--- src/jsr_pkg.sv ---
// jsr_pkg: shared types and constants for the jpeg scan restuffer
// marker byte values, parse phase codes and the per-request result batch
// no dependencies
package jsr_pkg;

  localparam logic [7:0] BYTE_FF = 8'hFF;
  localparam logic [7:0] BYTE_SOI = 8'hD8;
  localparam logic [7:0] BYTE_SOS = 8'hDA;
  localparam logic [7:0] BYTE_EOI = 8'hD9;
  localparam logic [7:0] BYTE_ZERO = 8'h00;
  localparam logic [4:0] RST_PREFIX = 5'b11010;

  localparam int MaxItems = 6;
  localparam int ItemIdxW = 3;

  localparam logic [2:0] PH_HOLD = 3'd0;
  localparam logic [2:0] PH_SCAN = 3'd1;
  localparam logic [2:0] PH_LEN_HI = 3'd2;
  localparam logic [2:0] PH_LEN_LO = 3'd3;
  localparam logic [2:0] PH_REST = 3'd4;
  localparam logic [2:0] PH_ENTROPY = 3'd5;
  localparam logic [2:0] PH_REJECT = 3'd6;

  typedef struct packed {
    logic [7:0] data;
    logic       last;
    logic       status;
  } item_t;

  typedef struct packed {
    item_t [MaxItems-1:0] items;
    logic [ItemIdxW-1:0]  count;
  } batch_t;

endpackage

--- src/jsr_in_if.sv ---
// jsr_in_if: input byte channel of the restuffer
// valid/ready handshake with byte and frame-end flag, no dependencies
interface jsr_in_if;
  logic       valid;
  logic       ready;
  logic [7:0] in_byte;
  logic       in_last;

  modport source(output valid, in_byte, in_last, input ready);
  modport sink(input valid, in_byte, in_last, output ready);
endinterface

--- src/jsr_out_if.sv ---
// jsr_out_if: output byte channel of the restuffer
// valid/ready handshake with byte, frame-end flag and reject status
interface jsr_out_if;
  logic       valid;
  logic       ready;
  logic [7:0] out_byte;
  logic       out_last;
  logic       status;

  modport source(output valid, out_byte, out_last, status, input ready);
  modport sink(input valid, out_byte, out_last, status, output ready);
endinterface

--- src/jsr_front.sv ---
// jsr_front: accepts input bytes, tracks the frame parse state and builds
// the batch of result bytes each request causes
// depends on jsr_pkg and jsr_in_if
module jsr_front (
  input  logic            clk,
  input  logic            rst,
  jsr_in_if.sink          in_chan,
  input  logic            full,
  output logic            push,
  output jsr_pkg::batch_t batch
);
  import jsr_pkg::*;

  logic [2:0]  phase, phase_next;
  logic [7:0]  hold [3];
  logic [1:0]  head_count, head_count_next;
  logic        prev_lead, prev_lead_next;
  logic [7:0]  length_high, length_high_next;
  logic [15:0] header_left, header_left_next;
  logic        pending, pending_next;
  logic        discarding, discarding_next;
  logic        hold_we;
  logic        accept;

  function automatic batch_t add(batch_t b, logic [7:0] d, logic l, logic s);
    batch_t r;
    r = b;
    if (int'(b.count) < MaxItems) begin
      r.items[b.count] = '{data: d, last: l, status: s};
      r.count = b.count + ItemIdxW'(1);
    end
    return r;
  endfunction

  assign in_chan.ready = !full;
  assign accept = in_chan.valid && !full;

  always_comb begin
    logic [7:0]  b;
    logic        lst;
    logic        run;
    logic        done;
    logic [2:0]  ph;
    logic        pv;
    logic [15:0] len;
    batch_t      res;
    b = in_chan.in_byte;
    lst = in_chan.in_last;
    run = 1'b0;
    done = 1'b0;
    ph = phase;
    pv = prev_lead;
    len = {length_high, b};
    res = '0;
    phase_next = phase;
    head_count_next = head_count;
    prev_lead_next = prev_lead;
    length_high_next = length_high;
    header_left_next = header_left;
    pending_next = pending;
    discarding_next = discarding;
    hold_we = 1'b0;

    if (discarding) begin
      done = lst;
    end else if (phase == PH_REJECT) begin
      if (lst) begin
        res = add(res, BYTE_ZERO, 1'b1, 1'b1);
        done = 1'b1;
      end
    end else if (phase == PH_HOLD) begin
      if (head_count != 2'd3) begin
        if (lst) begin
          res = add(res, BYTE_ZERO, 1'b1, 1'b1);
          done = 1'b1;
        end else begin
          hold_we = 1'b1;
          head_count_next = head_count + 2'd1;
        end
      end else if (hold[0] != BYTE_FF || hold[1] != BYTE_SOI) begin
        if (lst) begin
          res = add(res, BYTE_ZERO, 1'b1, 1'b1);
          done = 1'b1;
        end else begin
          phase_next = PH_REJECT;
        end
      end else begin
        res = add(res, hold[0], 1'b0, 1'b0);
        res = add(res, hold[1], 1'b0, 1'b0);
        res = add(res, hold[2], 1'b0, 1'b0);
        ph = PH_SCAN;
        pv = (hold[2] == BYTE_FF);
        phase_next = PH_SCAN;
        run = 1'b1;
      end
    end else begin
      run = 1'b1;
    end

    if (run) begin
      case (ph)
        PH_SCAN: begin
          res = add(res, b, lst, 1'b0);
          if (pv && b == BYTE_SOS) phase_next = PH_LEN_HI;
          prev_lead_next = (b == BYTE_FF);
          done = lst;
        end
        PH_LEN_HI: begin
          res = add(res, b, lst, 1'b0);
          length_high_next = b;
          phase_next = PH_LEN_LO;
          prev_lead_next = (b == BYTE_FF);
          done = lst;
        end
        PH_LEN_LO: begin
          if (len < 16'd2) begin
            res = add(res, b, 1'b0, 1'b0);
            phase_next = PH_ENTROPY;
            prev_lead_next = 1'b0;
            if (lst) begin
              res = add(res, BYTE_FF, 1'b0, 1'b0);
              res = add(res, BYTE_EOI, 1'b1, 1'b0);
              done = 1'b1;
            end
          end else begin
            res = add(res, b, lst, 1'b0);
            header_left_next = len - 16'd2;
            phase_next = (len != 16'd2) ? PH_REST : PH_ENTROPY;
            prev_lead_next = (b == BYTE_FF);
            done = lst;
          end
        end
        PH_REST: begin
          res = add(res, b, lst, 1'b0);
          header_left_next = header_left - 16'd1;
          if (header_left == 16'd1) phase_next = PH_ENTROPY;
          prev_lead_next = (b == BYTE_FF);
          done = lst;
        end
        default: begin
          prev_lead_next = 1'b0;
          if (!pending) begin
            if (b == BYTE_FF) begin
              if (lst) begin
                res = add(res, BYTE_FF, 1'b0, 1'b0);
                res = add(res, BYTE_ZERO, 1'b0, 1'b0);
                done = 1'b1;
              end else begin
                pending_next = 1'b1;
              end
            end else if (lst && b == BYTE_EOI && pv) begin
              done = 1'b1;
            end else begin
              res = add(res, b, 1'b0, 1'b0);
              done = lst;
            end
          end else if (b == BYTE_EOI) begin
            if (lst) begin
              done = 1'b1;
            end else begin
              res = add(res, BYTE_FF, 1'b0, 1'b0);
              res = add(res, BYTE_FF, 1'b0, 1'b0);
              res = add(res, BYTE_EOI, 1'b1, 1'b0);
              pending_next = 1'b0;
              discarding_next = 1'b1;
            end
          end else if (b == BYTE_ZERO || b[7:3] == RST_PREFIX) begin
            res = add(res, BYTE_FF, 1'b0, 1'b0);
            res = add(res, b, 1'b0, 1'b0);
            pending_next = 1'b0;
            done = lst;
          end else if (b == BYTE_FF) begin
            res = add(res, BYTE_FF, 1'b0, 1'b0);
            res = add(res, BYTE_ZERO, 1'b0, 1'b0);
            if (lst) begin
              res = add(res, BYTE_FF, 1'b0, 1'b0);
              res = add(res, BYTE_ZERO, 1'b0, 1'b0);
              done = 1'b1;
            end
          end else begin
            res = add(res, BYTE_FF, 1'b0, 1'b0);
            res = add(res, BYTE_ZERO, 1'b0, 1'b0);
            res = add(res, b, 1'b0, 1'b0);
            pending_next = 1'b0;
            done = lst;
          end
          // entropy end of frame appends the end marker
          if (done) begin
            res = add(res, BYTE_FF, 1'b0, 1'b0);
            res = add(res, BYTE_EOI, 1'b1, 1'b0);
          end
        end
      endcase
    end

    if (done) begin
      phase_next = PH_HOLD;
      head_count_next = 2'd0;
      prev_lead_next = 1'b0;
      length_high_next = 8'd0;
      header_left_next = 16'd0;
      pending_next = 1'b0;
      discarding_next = 1'b0;
    end
    batch = res;
  end

  assign push = accept && (batch.count != '0);

  always_ff @(posedge clk) begin
    if (rst) begin
      phase <= PH_HOLD;
      head_count <= 2'd0;
      prev_lead <= 1'b0;
      length_high <= 8'd0;
      header_left <= 16'd0;
      pending <= 1'b0;
      discarding <= 1'b0;
    end else if (accept) begin
      phase <= phase_next;
      head_count <= head_count_next;
      prev_lead <= prev_lead_next;
      length_high <= length_high_next;
      header_left <= header_left_next;
      pending <= pending_next;
      discarding <= discarding_next;
    end
  end

  always_ff @(posedge clk) begin
    if (accept && hold_we) hold[head_count] <= in_chan.in_byte;
  end

endmodule

--- src/jsr_queue.sv ---
// jsr_queue: two-entry queue of result batches between front and back
// depends on jsr_pkg
module jsr_queue (
  input  logic            clk,
  input  logic            rst,
  input  logic            push,
  input  jsr_pkg::batch_t wr_batch,
  output logic            full,
  input  logic            pop,
  output logic            empty,
  output jsr_pkg::batch_t rd_batch
);
  import jsr_pkg::*;

  batch_t     mem [2];
  logic       wr_ptr;
  logic       rd_ptr;
  logic [1:0] count;

  assign full = (count == 2'd2);
  assign empty = (count == 2'd0);
  assign rd_batch = mem[rd_ptr];

  always_ff @(posedge clk) begin
    if (rst) begin
      wr_ptr <= 1'b0;
      rd_ptr <= 1'b0;
      count <= 2'd0;
    end else begin
      if (push) wr_ptr <= !wr_ptr;
      if (pop) rd_ptr <= !rd_ptr;
      if (push && !pop) count <= count + 2'd1;
      else if (pop && !push) count <= count - 2'd1;
    end
  end

  always_ff @(posedge clk) begin
    if (push) mem[wr_ptr] <= wr_batch;
  end

endmodule

--- src/jsr_back.sv ---
// jsr_back: walks the queued batch one result byte per cycle, while the
// output channel accepts, into the output register
// depends on jsr_pkg and jsr_out_if
module jsr_back (
  input  logic            clk,
  input  logic            rst,
  input  logic            empty,
  input  jsr_pkg::batch_t head,
  output logic            pop,
  jsr_out_if.source       out_chan
);
  import jsr_pkg::*;

  logic [ItemIdxW-1:0] idx;
  logic                out_valid;
  item_t               out_item;
  logic                load;
  logic                at_end;

  assign load = !out_valid || out_chan.ready;
  assign at_end = (idx == head.count - ItemIdxW'(1));
  assign pop = load && !empty && at_end;

  assign out_chan.valid = out_valid;
  assign out_chan.out_byte = out_item.data;
  assign out_chan.out_last = out_item.last;
  assign out_chan.status = out_item.status;

  always_ff @(posedge clk) begin
    if (rst) begin
      out_valid <= 1'b0;
      idx <= '0;
    end else if (load) begin
      out_valid <= !empty;
      if (!empty) idx <= at_end ? '0 : idx + ItemIdxW'(1);
    end
  end

  always_ff @(posedge clk) begin
    if (load && !empty) out_item <= head.items[idx];
  end

endmodule

--- src/jpeg_scan_restuffer_top.sv ---
// The restuffer takes one byte request per cycle while its two-batch queue
// has room; each request yields zero to six output bytes, which leave one
// per cycle through the output register while the output is ready. A result
// byte passes through the queue entry and then the output register.
//
// jpeg_scan_restuffer_top: front parser, batch queue and back serializer
// depends on jsr_pkg, jsr_in_if, jsr_out_if, jsr_front, jsr_queue, jsr_back
module jpeg_scan_restuffer_top (
  input  logic      clk,
  input  logic      rst,
  jsr_in_if.sink    in_chan,
  jsr_out_if.source out_chan
);
  import jsr_pkg::*;

  batch_t wr_batch;
  batch_t rd_batch;
  logic   push;
  logic   pop;
  logic   full;
  logic   empty;

  jsr_front u_front (
    .clk     (clk),
    .rst     (rst),
    .in_chan (in_chan),
    .full    (full),
    .push    (push),
    .batch   (wr_batch)
  );

  jsr_queue u_queue (
    .clk      (clk),
    .rst      (rst),
    .push     (push),
    .wr_batch (wr_batch),
    .full     (full),
    .pop      (pop),
    .empty    (empty),
    .rd_batch (rd_batch)
  );

  jsr_back u_back (
    .clk      (clk),
    .rst      (rst),
    .empty    (empty),
    .head     (rd_batch),
    .pop      (pop),
    .out_chan (out_chan)
  );

endmodule

--- src/flat_wrapper.sv ---
// flat-port wrapper written by rule: the top's interface ports become plain ports
module jpeg_scan_restuffer_top_flat import jsr_pkg::*;
  (clk, rst, in_chan_valid, in_chan_in_byte, in_chan_in_last, in_chan_ready, out_chan_valid, out_chan_out_byte, out_chan_out_last, out_chan_status, out_chan_ready);
  jsr_in_if in_chan_i ();
  jsr_out_if out_chan_i ();
  input  logic clk;
  input  logic rst;
  input wire logic [$bits(in_chan_i.valid)-1:0] in_chan_valid;
  input wire logic [$bits(in_chan_i.in_byte)-1:0] in_chan_in_byte;
  input wire logic [$bits(in_chan_i.in_last)-1:0] in_chan_in_last;
  output wire logic [$bits(in_chan_i.ready)-1:0] in_chan_ready;
  output wire logic [$bits(out_chan_i.valid)-1:0] out_chan_valid;
  output wire logic [$bits(out_chan_i.out_byte)-1:0] out_chan_out_byte;
  output wire logic [$bits(out_chan_i.out_last)-1:0] out_chan_out_last;
  output wire logic [$bits(out_chan_i.status)-1:0] out_chan_status;
  input wire logic [$bits(out_chan_i.ready)-1:0] out_chan_ready;
  assign in_chan_i.valid = in_chan_valid;
  assign in_chan_i.in_byte = in_chan_in_byte;
  assign in_chan_i.in_last = in_chan_in_last;
  assign in_chan_ready = in_chan_i.ready;
  assign out_chan_valid = out_chan_i.valid;
  assign out_chan_out_byte = out_chan_i.out_byte;
  assign out_chan_out_last = out_chan_i.out_last;
  assign out_chan_status = out_chan_i.status;
  assign out_chan_i.ready = out_chan_ready;
  jpeg_scan_restuffer_top u_core (.clk(clk), .rst(rst), .in_chan(in_chan_i), .out_chan(out_chan_i));
endmodule
--- config.mk ---
export PLATFORM = sky130hd
export DESIGN_NAME = jpeg_scan_restuffer_top_flat
export DESIGN_NICKNAME = d
export VERILOG_FILES = /design/src/jsr_pkg.sv /design/src/jsr_in_if.sv /design/src/jsr_out_if.sv /design/src/jsr_front.sv /design/src/jsr_queue.sv /design/src/jsr_back.sv /design/src/jpeg_scan_restuffer_top.sv /design/src/flat_wrapper.sv
export SDC_FILE = /design/constraint.sdc
export NUM_CORES = 1
export LEC_CHECK = 0
export BUFFER_PORTS_ARGS = -buffer_cell sky130_fd_sc_hd__buf_2
export CAP_MARGIN = 10
export CORE_MARGIN = 10
export CORE_UTILIZATION = 55
export CTS_BUF_LIST = sky130_fd_sc_hd__clkbuf_8
export CTS_CLUSTER_SIZE = 10
export DETAILED_ROUTE_END_ITERATION = 16
export PLACE_DENSITY_LB_ADDON = 0.1
export SLEW_MARGIN = 20
export SYNTH_ARGS = -nofsm -noshare
export SYNTH_HDL_FRONTEND = slang
export SYNTH_SLANG_ARGS = --single-unit
export TNS_END_PERCENT = 20
--- constraint.sdc ---
create_clock -name clk -period 9.82 [get_ports clk]
set_clock_uncertainty 0.2 [all_clocks]
set_input_delay 0.982 -clock clk [delete_from_list [all_inputs] [get_ports clk]]
set_output_delay 0.982 -clock clk [all_outputs]
set_load 0.01 [all_outputs]
==> load_flow_metrics.sql, run 1 <==
INSERT INTO impl_metrics (metric_group, metric, value, unit) VALUES
('status', 'outcome', 'complete, no violations', ''),
('timing', 'post_route_hold_slack', '284', 'ps'),
('layout', 'finish.instance_area', '13200', 'sq um'),
('synth', 'seq_area_frac_synth', '42.5', '%'),
('synth', 'synth-seq-cells', '191', ''),
('detailed_routing', 'route.detailed.drc', '0', ''),
('flow_run', 'max-cap-violations', '0', ''),
('timing', 'period_minus_slack', '7670', 'ps'),
('power', 'clockPowerShare', '29.8', '%'),
('synth', 'yosysWarningCount', '0', ''),
('synth', 'synth.cell_area', '12500', 'sq um'),
('detailed_routing', 'routed-wl-met3', '3.96', 'mm'),
('global_route', 'globalRouteTotalUtil', '28.6', '%'),
('cts', 'post_cts_resize_count', '0', ''),
('power', 'pwr_dens', '141', 'nW/um^2'),
('timing', 'final.period_utilization', '78.1', '%'),
('detailed_routing', 'met2WireLength', '19.3', 'mm'),
('cts', 'path_clk_slew', '130', 'ps'),
('power', 'power.share.sequential', '50.7', '%'),
('timing', 'slew_headroom', '28.6', '%'),
('critical_path', 'worstPathRequired', '9760', 'ps'),
('power', 'intPower', '1.27', 'mW'),
('cts', 'worst_skew_pair.late_latency', '490', 'ps'),
('critical_path', 'start_to_end_type_of_the_worst_setup_path', 'flop to flop', ''),
('detailed_routing', 'highest-signal-layer', 'met4', ''),
('timing', 'setup_tns', '0', 'ps'),
('global_route', 'grt_pass1_vias', '10766', ''),
('power', 'report.power.total', '1.87', 'mW'),
('floorplanning', 'fp-row-count', '55', ''),
('global_route', 'antenna_found_initial', '0', ''),
('synth', 'syn_avg_cell_area', '8.91', 'sq um'),
('critical_path', 'cp.arrival', '7600', 'ps'),
('synth', 'mappedNetlistNets', '1438', ''),
('layout', 'nets', '1398', ''),
('power', 'power_switching', '0.602', 'mW'),
('cts', 'htree_num_levels', '4', ''),
('timing', 'report.final.setup_viol', '0', ''),
('floorplanning', 'die_height', '171', 'microns'),
('cts', 'holdBufCountCts', '0', ''),
('critical_path', 'crit_end_element', 'flop', ''),
('synth', 'share_of_synthesized_registers_carrying_an_async_set_or_reset', '0', '%'),
('floorplanning', 'die_x', '171', 'microns'),
('detailed_routing', 'route.final.wire_length', '42.1', 'mm'),
('floorplanning', 'floorplan.initialDensity', '55.6', '%'),
('detailed_routing', 'detail_route.iter0.violations', '1845', ''),
('synth', 'postSynth.topFlopCell', 'edfxtp_1', ''),
('place', 'place.port_buffers', '24', ''),
('detailed_routing', 'drtPass1Iterations', '6', ''),
('global_route', 'wire_length_of_the_first_global_routing_pass', '64.1', 'mm'),
('power', 'power.switching_fraction', '32.2', '%'),
('place', 'placed_area', '12800', 'sq um'),
('critical_path', 'path_max_fanout', '33', ''),
('power', 'max-vdd-ir-drop', '0.0752', 'mV'),
('cts', 'numCtsBuffers', '17', ''),
('cts', 'clock_root_buffer', 'clkbuf_8', ''),
('detailed_routing', 'wire_per_inst', '25.3', 'microns'),
('timing', 'slew_viol_final', '0', ''),
('detailed_routing', 'vias_per_cell', '7.00', ''),
('power', 'share_of_power_burned_in_combinational_logic', '19.5', '%'),
('floorplanning', 'ios', '25', ''),
('synth', 'synthDistinctLibCells', '82', ''),
('cts', 'clockBufferDepth', '2', ''),
('critical_path', 'timing.critical_path.from_type', 'flop', ''),
('layout', 'antenna_cells', '0', ''),
('timing', 'finalHoldViolations', '0', ''),
('detailed_routing', 'drt-met1-wl', '17.0', 'mm'),
('place', 'weighted_congestion_at_the_end_of_routability_driven_global_placement', '1.01', ''),
('timing', 'fmaxAchievable', '130', 'MHz'),
('layout', 'post_route_cells_drive_above_1_share', '10.2', '%'),
('synth', 'post_synth_inst_count', '1405', ''),
('floorplanning', 'core_area', '22500', 'sq um'),
('layout', 'fillers', '2022', ''),
('place', 'dpl.hpwl', '29.0', 'mm'),
('detailed_routing', 'route.antenna.remaining_nets', '0', ''),
('power', 'leakagePower', '4.35', 'nW'),
('cts', 'number_of_sinks_on_the_clock_net', '191', ''),
('layout', 'syn2layout_area_growth', '5.72', '%'),
('global_route', 'grt_start_max_net_pins', '56', ''),
('floorplanning', 'floorplan.die_area', '29200', 'sq um'),
('timing', 'setup_repair_after_global_routing_missed_its_margin', 'no', ''),
('timing', 'tightest_slew', '1060', 'ps'),
('detailed_routing', 'vias', '11639', ''),
('synth', 'synth-edff-count', '150', ''),
('global_route', 'grt-ovfl-total', '0', ''),
('cts', 'postCtsSetupBuffers', '0', ''),
('hold_path', 'hold_class', 'flop to flop', ''),
('cts', 'cts_tree', 'yes', '');
==> metal layers <==
layer | up-vias | global-route usage, %
met1 | 5580 | 37.2
met2 | 652 | 45.4
li1 | 5251 | -
met3 | 156 | 5.44
met5 | - | 0
met4 | 0 | 13.2
==> power by group through the flow <==
stage | clock network, mW | logic [mW] | registers (mW)
final | 0.557 | 0.364 | 0.947
after global routing | 0.590 | 0.394 | 0.953
after CTS | 0.559 | 0.366 | 0.947
after detailed placement | 0 | 0.364 | 0.966
after global placement | 0 | 0.360 | 0.965
after floorplan | 0 | 0.235 | 0.974
==> stage by stage <==
stage / util [%] / std cells / setup WS, ps
detailed placement: 56.9 / 1631 / 2040
CTS: 58.8 / 1663 / 2270
floorplan: - / 1405 / 1570
global route: 58.8 / 1663 / 1670
global placement: 56.8 / 1630 / 2070
finish: 58.8 / 1663 / 2150
==> final cells by class <==
cell class	count	area [sq um]	share of cell area [%]
Multi-Input combinational cell	1081	6710	50.7
Sequential cell	191	5330	40.3
Tap cell	285	357	2.69
Timing Repair Buffer	49	328	2.48
Clock buffer	18	248	1.87
Clock inverter	14	175	1.32
Inverter	25	93.8	0.709
==> sequential cells by signal (all words and copies together), names as in the netlist, 2 cells and up, named ones only <==
| name | cells |
|---|---|
| u_core.u_back.idx | 3 |
| u_core.u_back.out_chan.out_byte | 8 |
| u_core.u_front.head_count | 2 |
| u_core.u_front.header_left | 16 |
| u_core.u_front.hold | 24 |
| u_core.u_front.length_high | 8 |
| u_core.u_front.phase | 3 |
| u_core.u_queue.count | 2 |
| u_core.u_queue.mem | 116 |
==> cells in the final DEF, fill, tap and decap left out, types with 13 or more instances in the layout <==
master    instances
a31oi_1          28
a211oi_1         21
inv_1            22
xnor2_1          15
ha_1             20
a221oi_1         18
buf_2            24
o221ai_1         13
nand2_1         156
and2_1           16
o21ai_0         113
nor2_1          157
nand2b_1         13
nand3_1          35
mux4_2           20
mux2i_1          24
nand4_1          13
nor3_1           38
edfxtp_1        150
a21oi_1         154
o211ai_1         21
dfxtp_1          40
clkbuf_8         18
xor2_1           15
buf_4            24
a22oi_1          24
==> synth_stat cells (4+ instances only) <==
master | instances | area (sq um)
mux2i_1 | 24 | 240
a21oi_1 | 154 | 771
ha_1 | 20 | 250
a21o_1 | 6 | 45.0
a22oi_1 | 24 | 180
o22ai_1 | 12 | 75.1
and3_1 | 10 | 62.6
o31ai_1 | 7 | 52.6
nand4_1 | 13 | 81.3
clkbuf_1 | 88 | 330
a211o_1 | 4 | 35.0
nor4_1 | 12 | 75.1
inv_1 | 22 | 82.6
o32ai_1 | 4 | 35.0
o211ai_1 | 21 | 158
a2111oi_0 | 6 | 52.6
nand2_1 | 156 | 586
or2_2 | 8 | 50.1
xor2_1 | 15 | 131
nand3_1 | 35 | 175
nand2b_1 | 13 | 81.3
mux4_2 | 20 | 450
a311oi_1 | 7 | 61.3
nor2_1 | 157 | 589
o21ai_0 | 113 | 566
o221ai_1 | 13 | 114
a31oi_1 | 28 | 175
o221a_2 | 5 | 56.3
dfxtp_1 | 41 | 821
xnor2_1 | 15 | 131
nor2b_1 | 9 | 56.3
buf_2 | 6 | 30.0
nor3_1 | 38 | 190
and2_1 | 17 | 106
or3_1 | 7 | 43.8
a211oi_1 | 21 | 158
buf_1 | 12 | 45.0
o21a_1 | 5 | 37.5
o21ai_1 | 6 | 30.0
a221oi_1 | 18 | 158
edfxtp_1 | 150 | 4500
==> path summary, 6_finish.rpt <==
path | startpoint | to | slack [ps] | cells past startpoint
hold / removal | u_core.u_front.header_left[12] | u_core.u_front.header_left[12] | 280 | 2
setup reg to reg | u_core.u_front.phase[0] | u_core.u_queue.mem[1][39] | 2150 | 18
hold reg to reg | u_core.u_front.header_left[12] | u_core.u_front.header_left[12] | 280 | 2
setup / recovery | u_core.u_front.phase[0] | u_core.u_queue.mem[1][39] | 2150 | 18
==> cell families (layout without fill, tap and decap cells) <==
| logic type | Yosys count | after routing | share of synthesized area (%) |
|---|---|---|---|
| AO/OA/AOI/OAI | 486 | 486 | 24.7 |
| XOR/XNOR | 30 | 30 | 2.10 |
| adder cells (fa/ha/maj) | 20 | 20 | 2.00 |
| buffers and inverters | 133 | 106 | 4.11 |
| flip-flops | 191 | 191 | 42.5 |
| multiplexers | 45 | 45 | 5.61 |
| AND/OR/NAND/NOR | 500 | 500 | 18.9 |
==> critical path, cell delays in order, from the launching register on <==
cell	delay (ps)
dfxtp_1	520
or4_4	640
nor3_2	180
a21oi_1	100
buf_4	230
inv_2	330
ha_1	770
inv_1	440
ha_1	490
inv_1	280
a21oi_1	130
o31ai_2	610
nor2_2	110
a211oi_4	350
nor3b_2	120
a2111o_1	440
a41oi_4	210
and2_2	610
buf_4	510
Note: power is estimated with default switching activity, not from simulation.
==> run 2: changes to the inputs <==
==> constraint.sdc (replaced) <==
create_clock -name clk -period 8 [get_ports clk]
set_clock_uncertainty 0.2 [all_clocks]
set_input_delay 0.8 -clock clk [delete_from_list [all_inputs] [get_ports clk]]
set_output_delay 0.8 -clock clk [all_outputs]
set_load 0.01 [all_outputs]
==> run 2 against run 1 <==
Effect of this change:
- core utilization rose by 0.11 points
- global-route usage is essentially flat
- die area unchanged
- critical path type unchanged
- largest cell class unchanged
==> load_flow_metrics.sql, run 2 (synthesis results as in run 1) <==
INSERT INTO impl_metrics (metric_group, metric, value, unit) VALUES
('detailed_routing', 'wire_per_inst', '25.0', 'microns'),
('power', 'share_of_power_burned_in_combinational_logic', '19.3', '%'),
('timing', 'period_minus_slack', '6970', 'ps'),
('detailed_routing', 'route.detailed.drc', '0', ''),
('floorplanning', 'ios', '25', ''),
('layout', 'biggestRegsByFlops', 'u_core.u_queue.mem: 116 flops, u_core.u_front.hold: 24 flops, u_core.u_front.header_left: 16 flops', ''),
('detailed_routing', 'drtPass1Iterations', '6', ''),
('layout', 'mostFrequentLayoutCells', 'nor2_1, nand2_1, a21oi_1', ''),
('power', 'power.share.sequential', '50.5', '%'),
('floorplanning', 'floorplan.initialDensity', '55.6', '%'),
('timing', 'tightest_slew', '1060', 'ps'),
('timing', 'finalHoldViolations', '0', ''),
('detailed_routing', 'detail_route.iter0.violations', '1878', ''),
('floorplanning', 'core_area', '22500', 'sq um'),
('critical_path', 'path_max_fanout', '49', ''),
('timing', 'report.final.setup_viol', '0', ''),
('global_route', 'antenna_found_initial', '0', ''),
('flow_run', 'max-cap-violations', '0', ''),
('cts', 'postCtsSetupBuffers', '0', ''),
('global_route', 'wire_length_of_the_first_global_routing_pass', '64.2', 'mm'),
('critical_path', 'r2r_end', 'u_core.u_queue.mem[0][15]', ''),
('cts', 'cts_tree', 'yes', ''),
('power', 'clockPowerShare', '30.2', '%'),
('timing', 'finalWorstSetupSlack', '1030', 'ps'),
('layout', 'nets', '1401', ''),
('floorplanning', 'fp-row-count', '55', ''),
('critical_path', 'timing.critical_path.from_type', 'flop', ''),
('detailed_routing', 'drt-met1-wl', '16.9', 'mm'),
('layout', 'syn2layout_area_growth', '5.91', '%'),
('layout', 'layout_commonest_cell', 'nor2_1', ''),
('timing', 'fmaxAchievable', '143', 'MHz'),
('detailed_routing', 'vias_per_cell', '6.95', ''),
('detailed_routing', 'routed-wl-met3', '3.89', 'mm'),
('critical_path', 'start_to_end_type_of_the_worst_setup_path', 'flop to flop', ''),
('cts', 'holdBufCountCts', '0', ''),
('cts', 'htree_num_levels', '4', ''),
('cts', 'clockBufferDepth', '2', ''),
('layout', 'max_ffs_per_register', '116', ''),
('floorplanning', 'die_height', '171', 'microns'),
('place', 'detailedPlace.worstSlack', '1080', 'ps'),
('place', 'dpl.hpwl', '28.9', 'mm'),
('critical_path', 'reg2regPathDepth', '19', ''),
('detailed_routing', 'vias', '11576', ''),
('critical_path', 'cp.arrival', '6900', 'ps'),
('global_route', 'globalRouteTotalUtil', '28.6', '%'),
('hold_path', 'hold_path_startpoint', 'u_core.u_front.header_left[12]', ''),
('timing', 'final.period_utilization', '87.2', '%'),
('hold_path', 'min_to', 'u_core.u_front.header_left[12]', ''),
('timing', 'setup_repair_after_global_routing_missed_its_margin', 'no', ''),
('timing', 'setup_tns', '0', 'ps'),
('power', 'leakagePower', '4.36', 'nW'),
('power', 'max-vdd-ir-drop', '0.120', 'mV'),
('detailed_routing', 'highest-signal-layer', 'met4', ''),
('cts', 'numCtsBuffers', '17', ''),
('floorplanning', 'die_x', '171', 'microns'),
('layout', 'post_route_cells_drive_above_1_share', '10.4', '%'),
('hold_path', 'hold_class', 'flop to flop', ''),
('global_route', 'grt-ovfl-total', '0', ''),
('floorplanning', 'floorplan.die_area', '29200', 'sq um'),
('timing', 'slew_headroom', '28.5', '%'),
('cts', 'number_of_sinks_on_the_clock_net', '191', ''),
('power', 'power.switching_fraction', '31.8', '%'),
('power', 'pwr_dens', '174', 'nW/um^2'),
('critical_path', 'r2r_start', 'u_core.u_front.phase[0]', ''),
('detailed_routing', 'route.final.wire_length', '41.7', 'mm'),
('place', 'weighted_congestion_at_the_end_of_routability_driven_global_placement', '0.993', ''),
('detailed_routing', 'met2WireLength', '19.0', 'mm'),
('cts', 'post_cts_resize_count', '0', ''),
('place', 'place.port_buffers', '24', ''),
('cts', 'clock_root_buffer', 'clkbuf_8', ''),
('global_route', 'grt_pass1_vias', '10663', ''),
('timing', 'slew_viol_final', '0', ''),
('critical_path', 'crit_end_element', 'flop', ''),
('power', 'intPower', '1.57', 'mW'),
('hold_path', 'min_path_cells', '2', ''),
('detailed_routing', 'route.antenna.remaining_nets', '0', ''),
('cts', 'worst_skew_pair.late_latency', '490', 'ps'),
('critical_path', 'worstPathRequired', '7930', 'ps'),
('layout', 'antenna_cells', '0', ''),
('layout', 'top_register_by_number_of_flip_flops', 'u_core.u_queue.mem', ''),
('critical_path', 'worst-r2r-setup-slack', '1030', 'ps'),
('cts', 'path_clk_slew', '110', 'ps'),
('global_route', 'grt_start_max_net_pins', '56', ''),
('status', 'outcome', 'complete, no violations', ''),
('power', 'power_switching', '0.733', 'mW');
## run 2: power groups by stage
| stage | logic (mW) | registers (mW) | clock network [mW] |
|---|---|---|---|
| finish | 0.446 | 1.16 | 0.696 |
| global route | 0.486 | 1.17 | 0.741 |
| CTS | 0.448 | 1.16 | 0.703 |
| detailed placement | 0.448 | 1.19 | 0 |
| global placement | 0.446 | 1.18 | 0 |
| floorplan | 0.289 | 1.19 | 0 |
## run 2: through the flow
step                      cells  util, %  hold slack, ps  power (mW)  instance area (sq um)
after floorplan            1405        -             241        1.48                  12500
after global placement     1634     56.9             262        1.63                  12800
after detailed placement   1634     56.9             264        1.63                  12800
after CTS                  1666     58.9             282        2.31                  13300
after global routing       1666     58.9             318        2.40                  13300
final                      1666     58.9             280        2.30                  13300
## run 2: how the worst max path moves through the flow
stage / slack (ps) / to / from / depth (start not counted)
after floorplan: 960 / u_core.u_queue.mem[0][0] / u_core.u_front.head_count[0] / 23
after global placement: 1290 / u_core.u_queue.mem[0][25] / in_chan_in_last / 20
after detailed placement: 1080 / u_core.u_queue.mem[0][8] / in_chan_in_last / 20
after CTS: 1150 / u_core.u_queue.mem[0][17] / u_core.u_front.phase[0] / 19
after global routing: 620 / u_core.u_queue.mem[0][17] / u_core.u_front.phase[0] / 19
final: 1030 / u_core.u_queue.mem[0][15] / u_core.u_front.phase[0] / 19
## run 2: layout make-up
| cell class | instances | area (sq um) |
|---|---|---|
| clock buffer | 17 | 234 |
| clock inverter | 15 | 210 |
| fill | 2026 | 9250 |
| inverter | 25 | 93.8 |
| multi-input combinational | 1081 | 6710 |
| sequential | 191 | 5330 |
| tap | 285 | 357 |
| timing repair buffer | 52 | 330 |
## run 2: metal layers
| layer | vias to the layer above | GRT usage (%) |
|---|---|---|
| met2 | 687 | 44.8 |
| met4 | 0 | 12.6 |
| met5 | - | 0 |
| met1 | 5506 | 37.8 |
| met3 | 132 | 5.67 |
| li1 | 5251 | - |
## run 2: critical path: stages (launching register included)
cell and delay [ps]:
dfxtp_1 520, or4_4 650, nor3_2 160, a21oi_1 100, buf_4 220, inv_2 290
ha_1 200, buf_4 260, inv_1 260, ha_1 440, inv_1 260, a21oi_1 120
o31ai_2 580, nor2_2 120, a211oi_4 390, nor3b_2 130, a2111o_1 450, a41oi_4 210
nor2b_4 360, buf_4 590
==> run 3: changes to the inputs <==
--- a/config.mk
+++ b/config.mk
@@ -5,6 +5,7 @@
 export SDC_FILE = /design/constraint.sdc
 export NUM_CORES = 1
 export LEC_CHECK = 0
+export ABC_AREA = 1
 export BUFFER_PORTS_ARGS = -buffer_cell sky130_fd_sc_hd__buf_2
 export CAP_MARGIN = 10
 export CORE_MARGIN = 10
==> run 3 against run 2 <==
Effect of this change:
- synthesized area rose by 4.6%
- non-clock buffer count shrank 1
- first-iteration DRC count is 0.69% higher
- cell count up 26%
- sequential cell count is the same
- critical path depth is 13 higher
- sequential share of layout area is 1.8 points lower
- critical path type is now input pin to flop
- critical endpoint is now u_core.u_queue.count[1]
==> load_flow_metrics.sql, run 3 <==
INSERT INTO impl_metrics (metric_group, metric, value, unit) VALUES
('power', 'max-vdd-ir-drop', '0.127', 'mV'),
('place', 'weighted_congestion_at_the_end_of_routability_driven_global_placement', '1.04', ''),
('synth', 'synthDistinctLibCells', '58', ''),
('global_route', 'grt_start_max_net_pins', '60', ''),
('critical_path', 'crit_path_frequent_cell', 'nand2_1', ''),
('timing', 'finalHoldViolations', '0', ''),
('detailed_routing', 'vias', '13428', ''),
('layout', 'max_ffs_per_register', '116', ''),
('power', 'report.power.total', '2.55', 'mW'),
('cts', 'cts_tree', 'yes', ''),
('synth', 'synth.most_common_cell', 'nand2_1', ''),
('layout', 'nets', '1805', ''),
('critical_path', 'start_to_end_type_of_the_worst_setup_path', 'input pin to flop', ''),
('place', 'placed_area', '13500', 'sq um'),
('place', 'detailedPlace.worstSlack', '1010', 'ps'),
('floorplanning', 'die_x', '174', 'microns'),
('layout', 'antenna_cells', '0', ''),
('detailed_routing', 'wire_per_inst', '23.1', 'microns'),
('status', 'outcome', 'complete, no violations', ''),
('timing', 'slew_headroom', '46.2', '%'),
('global_route', 'wire_length_of_the_first_global_routing_pass', '74.2', 'mm'),
('flow_run', 'max-cap-violations', '0', ''),
('critical_path', 'slowest_stage', 'buf_2', ''),
('cts', 'numCtsBuffers', '17', ''),
('power', 'power_switching', '0.937', 'mW'),
('power', 'clockPowerShare', '26.0', '%'),
('timing', 'setup_repair_after_global_routing_missed_its_margin', 'no', ''),
('critical_path', 'path_max_fanout', '32', ''),
('critical_path', 'worstPathRequired', '8180', 'ps'),
('cts', 'postCtsSetupBuffers', '0', ''),
('timing', 'fmaxAchievable', '150', 'MHz'),
('floorplanning', 'floorplan.initialDensity', '55.8', '%'),
('detailed_routing', 'detail_route.iter0.violations', '1891', ''),
('cts', 'post_cts_resize_count', '0', ''),
('timing', 'final.period_utilization', '83.2', '%'),
('synth', 'seq_area_frac_synth', '40.7', '%'),
('global_route', 'antenna_found_initial', '1', ''),
('layout', 'post_route_cells_drive_above_1_share', '7.73', '%'),
('layout', 'layout_commonest_cell', 'nand2_1', ''),
('layout', 'fillers', '2197', ''),
('power', 'share_of_power_burned_in_combinational_logic', '26.8', '%'),
('layout', 'area_of_the_multi_input_gates', '6650', 'sq um'),
('critical_path', 'critPathBufInv', '8', ''),
('synth', 'synth_commonest_cells', 'nand2_1, o21ai_0, inv_1', ''),
('synth', 'post_synth_inst_count', '1789', ''),
('timing', 'setup_tns', '0', 'ps'),
('synth', 'synth-edff-count', '150', ''),
('synth', 'syn_avg_cell_area', '7.32', 'sq um'),
('cts', 'holdBufCountCts', '0', ''),
('power', 'power.switching_fraction', '36.8', '%'),
('synth', 'synth-seq-cells', '191', ''),
('power', 'intPower', '1.61', 'mW'),
('critical_path', 'path_delay_family', 'simple AND/OR/NAND/NOR gates', ''),
('power', 'power.share.sequential', '47.2', '%'),
('detailed_routing', 'drtPass1Iterations', '6', ''),
('detailed_routing', 'vias_per_cell', '6.38', ''),
('critical_path', 'cp.arrival', '6840', 'ps'),
('global_route', 'globalRouteTotalUtil', '31.2', '%'),
('synth', 'share_of_synthesized_registers_carrying_an_async_set_or_reset', '0', '%'),
('place', 'place.port_buffers', '24', ''),
('floorplanning', 'core_area', '23500', 'sq um'),
('timing', 'report.final.setup_viol', '0', ''),
('detailed_routing', 'route.final.wire_length', '48.5', 'mm'),
('detailed_routing', 'route.antenna.remaining_nets', '0', ''),
('layout', 'seq_area', '5330', 'sq um'),
('power', 'pwr_dens', '183', 'nW/um^2'),
('cts', 'worst_skew_pair.late_latency', '490', 'ps'),
('floorplanning', 'die_height', '174', 'microns'),
('synth', 'synthTopCellsByArea', 'edfxtp_1, nand2_1, o21ai_0, dfxtp_1, a21oi_1', ''),
('synth', 'postSynth.topFlopCell', 'edfxtp_1', ''),
('place', 'placed_cells', '2072', ''),
('floorplanning', 'floorplan.die_area', '30400', 'sq um'),
('cts', 'htree_num_levels', '4', ''),
('layout', 'finish.instance_area', '13900', 'sq um'),
('synth', 'synth.largest_area_cell', 'edfxtp_1', ''),
('synth', 'synthDominantCellAreaShare', '34.4', '%'),
('layout', 'mostFrequentLayoutCells', 'nand2_1, o21ai_0, inv_1', ''),
('power', 'leakagePower', '5.79', 'nW'),
('timing', 'tightest_slew', '803', 'ps'),
('floorplanning', 'ios', '25', ''),
('global_route', 'grt_pass1_vias', '12758', ''),
('critical_path', 'crit_end_element', 'flop', ''),
('detailed_routing', 'route.detailed.drc', '0', ''),
('cts', 'clock_root_buffer', 'clkbuf_8', ''),
('synth', 'yosysWarningCount', '0', ''),
('hold_path', 'hold_class', 'flop to flop', ''),
('cts', 'clockBufferDepth', '2', ''),
('layout', 'biggestRegsByFlops', 'u_core.u_queue.mem: 116 flops, u_core.u_front.hold: 24 flops, u_core.u_front.header_left: 16 flops', ''),
('layout', 'final-instance-count-excl-fill', '2104', ''),
('synth', 'synth.cell_area', '13100', 'sq um'),
('timing', 'slew_viol_final', '0', ''),
('synth', 'mappedNetlistNets', '1822', ''),
('floorplanning', 'fp-row-count', '56', ''),
('critical_path', 'max_stage_delay', '540', 'ps'),
('cts', 'path_clk_slew', '110', 'ps'),
('timing', 'period_minus_slack', '6660', 'ps'),
('critical_path', 'timing.critical_path.from_type', 'input pin', ''),
('layout', 'syn2layout_area_growth', '6.16', '%'),
('place', 'dpl.hpwl', '34.3', 'mm'),
('global_route', 'grt-ovfl-total', '0', ''),
('timing', 'finalWorstSetupSlack', '1340', 'ps'),
('cts', 'number_of_sinks_on_the_clock_net', '191', ''),
('layout', 'top_register_by_number_of_flip_flops', 'u_core.u_queue.mem', '');
## run 3: power by group through the flow
stage | clock, mW | sequential (mW) | combinational, mW
finish | 0.662 | 1.20 | 0.682
global placement | 0 | 1.22 | 0.664
detailed placement | 0 | 1.23 | 0.674
global route | 0.696 | 1.21 | 0.756
CTS | 0.667 | 1.20 | 0.677
floorplan | 0 | 1.24 | 0.432
## run 3: kinds of logic after synthesis
group / after synthesis / synth area share (%)
and+or+nand+nor: 732 / 23.9
AOI/OAI and AO/OA: 523 / 22.9
buffers and inverters: 295 / 8.69
DFF: 191 / 40.7
xor gates and xnor gates: 26 / 1.74
adders and majority gates: 20 / 1.91
muxes: 2 / 0.153
## run 3: worst paths after layout
| kind | from | end | slack, ps | depth (start not counted) |
|---|---|---|---|---|
| worst max register to register | u_core.u_front.head_count[1] | u_core.u_queue.count[1] | 1880 | 38 |
| worst min-delay path | u_core.u_front.prev_lead | u_core.u_front.prev_lead | 280 | 2 |
| worst max-delay path | in_chan_in_last | u_core.u_queue.count[1] | 1340 | 32 |
| worst min register to register | u_core.u_front.prev_lead | u_core.u_front.prev_lead | 280 | 2 |
## run 3: layout make-up
type | count | share of cell area (%)
Timing Repair Buffer | 51 | 2.50
Clock inverter | 15 | 1.14
Inverter | 208 | 5.64
Clock buffer | 17 | 1.68
Tap cell | 319 | 2.87
Sequential cell | 191 | 38.3
Multi-Input combinational cell | 1303 | 47.8
## run 3: metrics by stage
stage	hold WS, ps	util, %
after detailed placement	261	57.5
after floorplan	244	-
final	276	59.2
after CTS	277	59.2
after global routing	296	59.2
after global placement	255	57.5
## run 3: per-layer routing
| metal | track usage (%) | share of wire (%) | vias to the layer above |
|---|---|---|---|
| met5 | 0 | 0 | - |
| met4 | 15.6 | 5.3 | 0 |
| met3 | 6.09 | 11 | 196 |
| met2 | 50.0 | 45 | 867 |
| met1 | 39.6 | 39 | 6226 |
| li1 | - | - | 6139 |
## run 3: tightest hold or removal path, delay by kind of cell, from the launching register on
family | cells | cell delay, ps
flops | 1 | 320
simple gates | 1 | 60
compound gates | 1 | 60
